## config.mk

```make
export PLATFORM = sky130hd
export DESIGN_NAME = lbq_div
export DESIGN_NICKNAME = d
export VERILOG_FILES = /design/src/design/lbq_pkg.sv /design/src/design/lbq_div.sv
export SDC_FILE = /design/constraint.sdc
export NUM_CORES = 1
export LEC_CHECK = 0
export BUFFER_PORTS_ARGS = -buffer_cell sky130_fd_sc_hd__buf_2
export CAP_MARGIN = 15
export CORE_MARGIN = 5
export CORE_UTILIZATION = 60
export DETAILED_ROUTE_END_ITERATION = 7
export GPL_TIMING_DRIVEN = 0
export PLACE_DENSITY = 0.82
export SKIP_LAST_GASP = 1
export SLEW_MARGIN = 20
export SYNTH_ARGS = -nofsm -noshare
export SYNTH_HDL_FRONTEND = slang
export SYNTH_SLANG_ARGS = --single-unit
```

## constraint.sdc

```tcl
create_clock -name clk -period 3.6 [get_ports clk]
set_clock_uncertainty 0.15 [all_clocks]
set_input_delay 0.36 -clock clk [delete_from_list [all_inputs] [get_ports clk]]
set_output_delay 0.36 -clock clk [all_outputs]
set_load 0.05 [all_outputs]
```

## src/design/lbq_pkg.sv

```systemverilog
`default_nettype none
package lbq_pkg;

  localparam int KEY_COUNT_DEF = 128;
  localparam int KEY_W         = 32;
  localparam int SLOPE_W       = 33;
  localparam int ME_W          = 7;
  localparam int POS_W         = 7;
  localparam int SEG_W         = 8;
  localparam int CMD_W         = 2;
  localparam int STAT_W        = 3;

  localparam logic [CMD_W-1:0] CMD_LOAD  = 2'd0;
  localparam logic [CMD_W-1:0] CMD_BUILD = 2'd1;
  localparam logic [CMD_W-1:0] CMD_QUERY = 2'd2;

  localparam logic [STAT_W-1:0] ST_LOADED    = 3'd0;
  localparam logic [STAT_W-1:0] ST_BUILT     = 3'd1;
  localparam logic [STAT_W-1:0] ST_FOUND     = 3'd2;
  localparam logic [STAT_W-1:0] ST_NOT_FOUND = 3'd3;
  localparam logic [STAT_W-1:0] ST_OUTSIDE   = 3'd4;
  localparam logic [STAT_W-1:0] ST_REFUSED   = 3'd5;

endpackage
`default_nettype wire

```

## src/design/lbq_div.sv

```systemverilog
`default_nettype none
// Restoring divider, one quotient bit per cycle, result rounded toward +inf.
module lbq_div #(
  parameter int NW = 43
) (
  input  wire logic                           clk,
  input  wire logic                           rst_n,
  input  wire logic                           start,
  input  wire logic signed [NW-1:0]           num,
  input  wire logic signed [lbq_pkg::SLOPE_W-1:0] den,
  output logic                                done,
  output logic signed [NW:0]                  quo
);
  import lbq_pkg::*;

  localparam int CNT_W = $clog2(NW + 1);
  localparam int RW    = SLOPE_W + 1;

  logic [RW-1:0]      rem_r;
  logic [NW-1:0]      quo_r;
  logic [SLOPE_W-1:0] dm_r;
  logic               neg_r;
  logic [CNT_W-1:0]   cnt_r;
  logic               run_r;
  logic               done_r;

  logic [NW-1:0]      nmag;
  logic [SLOPE_W-1:0] dmag;
  logic [RW-1:0]      sh;
  logic [RW-1:0]      diff;
  logic               ge;
  logic [NW:0]        qmag;

  always_comb begin
    nmag = num[NW-1] ? NW'(-num) : NW'(num);
    dmag = den[SLOPE_W-1] ? SLOPE_W'(-den) : SLOPE_W'(den);
    sh   = {rem_r[RW-2:0], quo_r[NW-1]};
    ge   = (sh >= {1'b0, dm_r});
    diff = sh - {1'b0, dm_r};
    qmag = {1'b0, quo_r};
    if (neg_r) begin
      quo = -$signed(qmag);
    end else begin
      quo = $signed(qmag + (NW+1)'(rem_r != '0));
    end
  end

  assign done = done_r;

  always_ff @(posedge clk) begin
    if (!rst_n) begin
      run_r  <= 1'b0;
      done_r <= 1'b0;
      cnt_r  <= '0;
    end else if (start) begin
      run_r  <= 1'b1;
      done_r <= 1'b0;
      cnt_r  <= '0;
    end else if (run_r) begin
      cnt_r <= cnt_r + CNT_W'(1);
      if (cnt_r == CNT_W'(NW - 1)) begin
        run_r  <= 1'b0;
        done_r <= 1'b1;
      end
    end
  end

  always_ff @(posedge clk) begin
    if (start) begin
      rem_r <= '0;
      quo_r <= nmag;
      dm_r  <= dmag;
      neg_r <= num[NW-1] ^ den[SLOPE_W-1];
    end else if (run_r) begin
      rem_r <= ge ? diff : sh;
      quo_r <= {quo_r[NW-2:0], ge};
    end
  end

endmodule
`default_nettype wire

```

**Yosys cells after proc, flatten, opt, wreduce, memory -nomap -nowiden**

Cells that the tools add are included.

- Add/subtract/negate cells: 6
- Multipliers: 0
- Divide/modulo/power cells: 0
- $lt $le $gt $ge: 1
- Equality and inequality tests: 1
- Shift-type cells: 0
- Mux-type cells: 9
- Bitwise logic cells: 2
- Reductions and logical operators: 4

Operator list:

| kind | count |
|---|---|
| 43-bit two-way mux | 3 |
| 43-bit by 1-bit adder with 44-bit output | 1 |
| 44-bit two-way mux | 1 |
| 43-bit negation with 44-bit output | 1 |
| 43-bit negation | 1 |
| 34-bit by 33-bit >= comparator with 1-bit output | 1 |
| 34-bit two-way mux | 1 |
| 34-bit nonzero test | 1 |
| 34-bit by 33-bit subtractor with 34-bit output | 1 |
| 33-bit negation | 1 |
| 32-bit two-way mux | 1 |
| 6-bit by 1-bit adder with 6-bit output, second input constant | 1 |
| 6-bit equality test, second input constant | 1 |
| 1-bit two-way mux | 3 |
| 2-bit AND reduction | 1 |
| 2-bit nonzero test | 1 |
| 2-bit OR reduction | 1 |
| 1-bit NOT | 1 |
| 1-bit bitwise XOR | 1 |

- Flip-flop bits (word level): 119
- Bits in latches: 0
- Bits in writable memories: 0
- Bits in read-only memories: 0
- Bits of input ports: 79
- Output and inout bits: 45
- Memories kept: 0

**Longest topological paths before layout**

- Depth in word-level cells: 4
- Gate-level depth with buffers: 15
- Gate-level depth less buffers: 14

**Least setup slack after synthesis**

OpenSTA, ideal clock, no wires.

- Path type: flip-flop to output port
- Start point: reg quo_r[32]
- End point: out quo[42]
- Arrival time: 3.100 ns
- Required time: 3.090 ns
- Path slack: -0.010 ns
- Stages on the path, launching flop included: 9
- Buffers on the path: 0
- Path through: edfxtp_1 -> or3_4 -> or4_4 -> or2_1 -> or3_1 -> nand2b_4 -> o31ai_1 -> nand3_1 -> xnor2_1

- Word-level cells in the longest chain between the ends: 2

RTL lines:

| element | RTL line | RTL |
|---|---|---|
| start, declared | lbq_div.sv:20 | `logic [NW-1:0] quo_r;` |
| start signal, assigned | lbq_div.sv:71 | `quo_r <= nmag;` |
| start signal, assigned | lbq_div.sv:76 | `quo_r <= {quo_r[NW-2:0], ge};` |
| 43-bit by 1-bit adder with 44-bit output or 43-bit negation with 44-bit output (tied branches) | lbq_div.sv:44, lbq_div.sv:42 |  |
| 44-bit two-way mux (*) | lbq_div.sv:41 | `if (neg_r) begin` |
| end, declared | lbq_div.sv:12 | `output logic signed [NW:0] quo` |

Every way passes the cells marked *; elsewhere a longest branch is shown, timed or not.

**Final worst setup path**

- Start point: reg quo_r[31]
- End point: out quo[41]

The elaborated chain is that of the path after synthesis.

==> Implementation_results.wiki <==
{| class="wikitable"
! Metric !! Value
|-
| Leading cell types by total area after synthesis || edfxtp_1, dfxtp_1, xor2_1
|-
| Worst slack at placement || -482 ps
|-
| Max Cap Violations || 0
|-
| Library cell with the largest summed area after synthesis || edfxtp_1
|-
| Library cells used by synthesis || 74
|-
| Data arrival, critical path || 3240 ps
|-
| Worst slew slack as a fraction of its limit || 0.428
|-
| Number of antenna violations at the first check in global routing || 1
|-
| Post-layout min period || 3750 ps
|-
| Post-synthesis sequential area ratio || 0.333
|-
| Final setup fails || 7
|-
| Worst-path cell chain || or3_4 -> or4_4 -> or2_4 -> or3_4 -> nand2b_4 -> or3_4 -> a21oi_4 -> xnor2_2 -> buf_6
|-
| Required time of the worst setup path || 3090 ps
|-
| Worst hold path cell count || 1
|-
| Worst-Margin Slew || 858 ps
|-
| Worst supply voltage drop on vdd || 382 uV
|-
| Core area || 0.0157 mm^2
|-
| Diodes inserted || 0
|-
| Non-filler instance count after layout || 1562
|-
| Initial Util || 0.603
|-
| Warning count from the yosys run || 0
|-
| CTS H-tree depth || 4
|-
| Number of detailed-route iterations in the first pass || 6
|-
| Main flop type after synthesis || edfxtp_1
|-
| Worst-case reg-to-reg path depth || 14
|-
| Max Transition Viols Final || 0
|-
| Per-cell routed wire length || 18.3 um
|-
| Post-Syn Nets || 1253
|-
| Number of standard cells after synthesis || 1133
|-
| Terminating pin of the worst hold path || dm_r[0]
|-
| Share of final-layout standard cells stronger than drive strength 1 || 0.241
|-
| Max Freq || 0.267 GHz
|-
| Tcrit/Tclk final || 1.04
|-
| Global-route wire length before repair || 43800 um
|-
| Final instance area || 0.0120 mm^2
|-
| R2R Path Start || quo_r[42]
|-
| Clk slew on worst S/H paths || 60 ps
|-
| Fin worst setup slack || -150 ps
|-
| Number of flops mapped to enable cells by yosys || 77
|-
| Total via count in the routed design || 9576
|-
| Fraction of synthesis flops using an asynchronous set or reset pin || 0
|-
| Clock tree from TritonCTS || built
|-
| Status || finished with violations
|-
| Endpoint type of the worst setup path || output port
|-
| RePlAce Congestion || 0.943
|-
| CTS sink count || 119
|-
| FF-to-FF setup slack || 10 ps
|-
| Worst hold start || den[0]
|-
| Min-delay worst type || in2reg
|-
| Clock latency on the worst-skew pair || 430 ps
|-
| Row count || 46
|-
| Cts-stage hold buffer count || 0
|-
| Critical register-to-register path endpoint || rem_r[25]
|-
| Maximum single-stage delay on the critical path || 430 ps
|-
| Final #Nets || 1453
|-
| Chip Width || 136 um
|-
| Detail Placement HPWL || 20200 um
|-
| Cells after DPL || 1472
|-
| Largest fanout of any net on the critical path || 3
|-
| Via count of the first global-routing pass || 8893
|-
| Setup TNS after final layout || -417 ps
|-
| Die height || 136 um
|-
| Area enclosed by the die boundary || 0.0184 mm^2
|-
| Violations in the final reports || setup timing
|-
| Unrepaired setup endpoints after global routing || yes
|-
| GR Overflow Total || 0
|-
| Most frequent cell on the critical path || or3_4
|-
| Top cell type's share of synthesized area || 0.244
|-
| Detailed-route DRC error count || 0
|-
| Total length of routed wires || 28600 um
|-
| Largest net degree at the start of global routing || 40
|-
| CTS Buf Count || 17
|-
| Detail-routed via count per cell || 6.13
|-
| Core occupancy in the finished layout || 0.761
|-
| Initial DRC Count || 765
|-
| Syn_area_per_cell || 8.36 um^2
|-
| Number of storage elements in the synthesis netlist || 119
|-
| Total cell area at the placement stage || 0.0104 mm^2
|-
| Global router's overall resource usage || 0.297
|-
| Buffers on Ports || 122
|-
| Static Leak || 0.00498 uW
|-
| Class of the most critical setup path || reg2out
|-
| # IOs || 124
|-
| Buffer depth of the longest clock path || 2
|-
| Startpoint kind of the worst setup timing path || flip-flop
|-
| Post-synthesis instance area || 0.00948 mm^2
|-
| Remaining antenna violation count || 0
|-
| Final hold violations || 0
|-
| Number of inserted filler cells in the final layout || 1137
|-
| Master of the slowest instance on the critical path || or4_4
|-
| Clock root buffer || clkbuf_16
|-
| Power density of the placed cells || 429 mW/mm^2
|-
| Layout-stage area growth over the synthesis result || 26.3%
|}
## cell type report
cell class | count | area, um^2 | area share
timing repair buffer | 185 | 1180 | 0.0990
tap | 216 | 270 | 0.0226
clock inverter | 13 | 136 | 0.0114
sequential | 119 | 3250 | 0.272
inverter | 59 | 221 | 0.0185
multi-input combinational | 900 | 6240 | 0.521
buffer | 51 | 231 | 0.0193
clock buffer | 19 | 433 | 0.0362
## report_power, final
group          switching, uW  internal, uW  total (uW)
Clock                    607          1070        1670
Sequential               126          1590        1720
Combinational           1130           611        1740
Total                   1870          3270        5140
## placed cells by master, fill, tap and decap left out, types with 39 or more instances in the layout
cell type / Yosys / routed
nor2_1: 124 / 120
a21oi_1: 120 / 117
buf_2: 5 / 99
nand2_1: 83 / 82
buf_4: 1 / 80
edfxtp_1: 77 / 77
xor2_1: 74 / 73
xnor2_1: 71 / 69
o21ai_0: 72 / 60
inv_1: 59 / 57
clkbuf_1: 43 / 39
## routing by layer
metal / share of wire / global-route usage / vias up / wire, um
li1: - / - / 4519 / -
met2: 0.48 / 0.513 / 533 / 13900
met5: 0.00024 / 0 / - / 7
met3: 0.082 / 0.0505 / 96 / 2350
met4: 0.034 / 0.118 / 2 / 981
met1: 0.40 / 0.369 / 4426 / 11400
## synth_stat cells (all sizes together), types with 4 or more instances
library cell / n
edfxtp: 77
nor3: 18
o21bai: 4
nand2b: 14
xor2: 74
nand2: 83
a41oi: 4
o31ai: 27
nor2: 124
or3: 21
buf: 12
a32oi: 4
nor4: 17
mux2i: 11
nand3: 26
o41ai: 13
xnor2: 71
a211oi: 19
a31oi: 4
or4: 12
inv: 59
ha: 40
or2: 8
nand4: 16
a21o: 20
o21ai: 73
and3: 13
a21oi: 121
dfxtp: 42
and4: 6
nor2b: 9
clkbuf: 43
## stage by stage
stage / total power (uW) / hold slack, ps
floorplan: 2880 / 309
global placement: 3260 / 312
detailed placement: 3300 / 314
CTS: 5020 / 18.2
global route: 5330 / 25.4
finish: 5140 / 21.2
## kinds of logic after synthesis
kind of cell / share of synthesized area
AOI/OAI and AO/OA: 0.213
adders and majority gates: 0.0549
buffers and inverters: 0.0462
and+or+nand+nor: 0.204
DFF: 0.333
muxes: 0.0152
xor gates and xnor gates: 0.134
## worst max-delay path: cells and delay by family (launching register included)
| family | cells | cell delay, ps |
|---|---|---|
| simple gates | 6 | 1920 |
| flops | 1 | 390 |
| buf+inv | 1 | 190 |
| compound gates | 1 | 150 |
| xor+xnor | 1 | 150 |
## state kept, by name, indices dropped and copies added, names as in the netlist
register  cells
run_r         1
cnt_r         6
done          1
rem_r        34
dm_r         33
neg_r         1
quo_r        43
## worst max-delay path by stage
stage,from,to
after floorplan,rem_r[0],quo[38]
after global placement,rem_r[32],quo[38]
after detailed placement,rem_r[32],quo[38]
after CTS,quo_r[32],quo[41]
after global routing,quo_r[31],quo[41]
final,quo_r[31],quo[41]
## what timing repair did
item / in CTS / in global routing
setup endpoints to repair: 64 / 66
gates resized for setup: 100 / 82
setup buffers: 25 / 38
pin swaps: 34 / 32
cloned: 0 / 0
No activity file was read; power rests on OpenSTA's default activity.
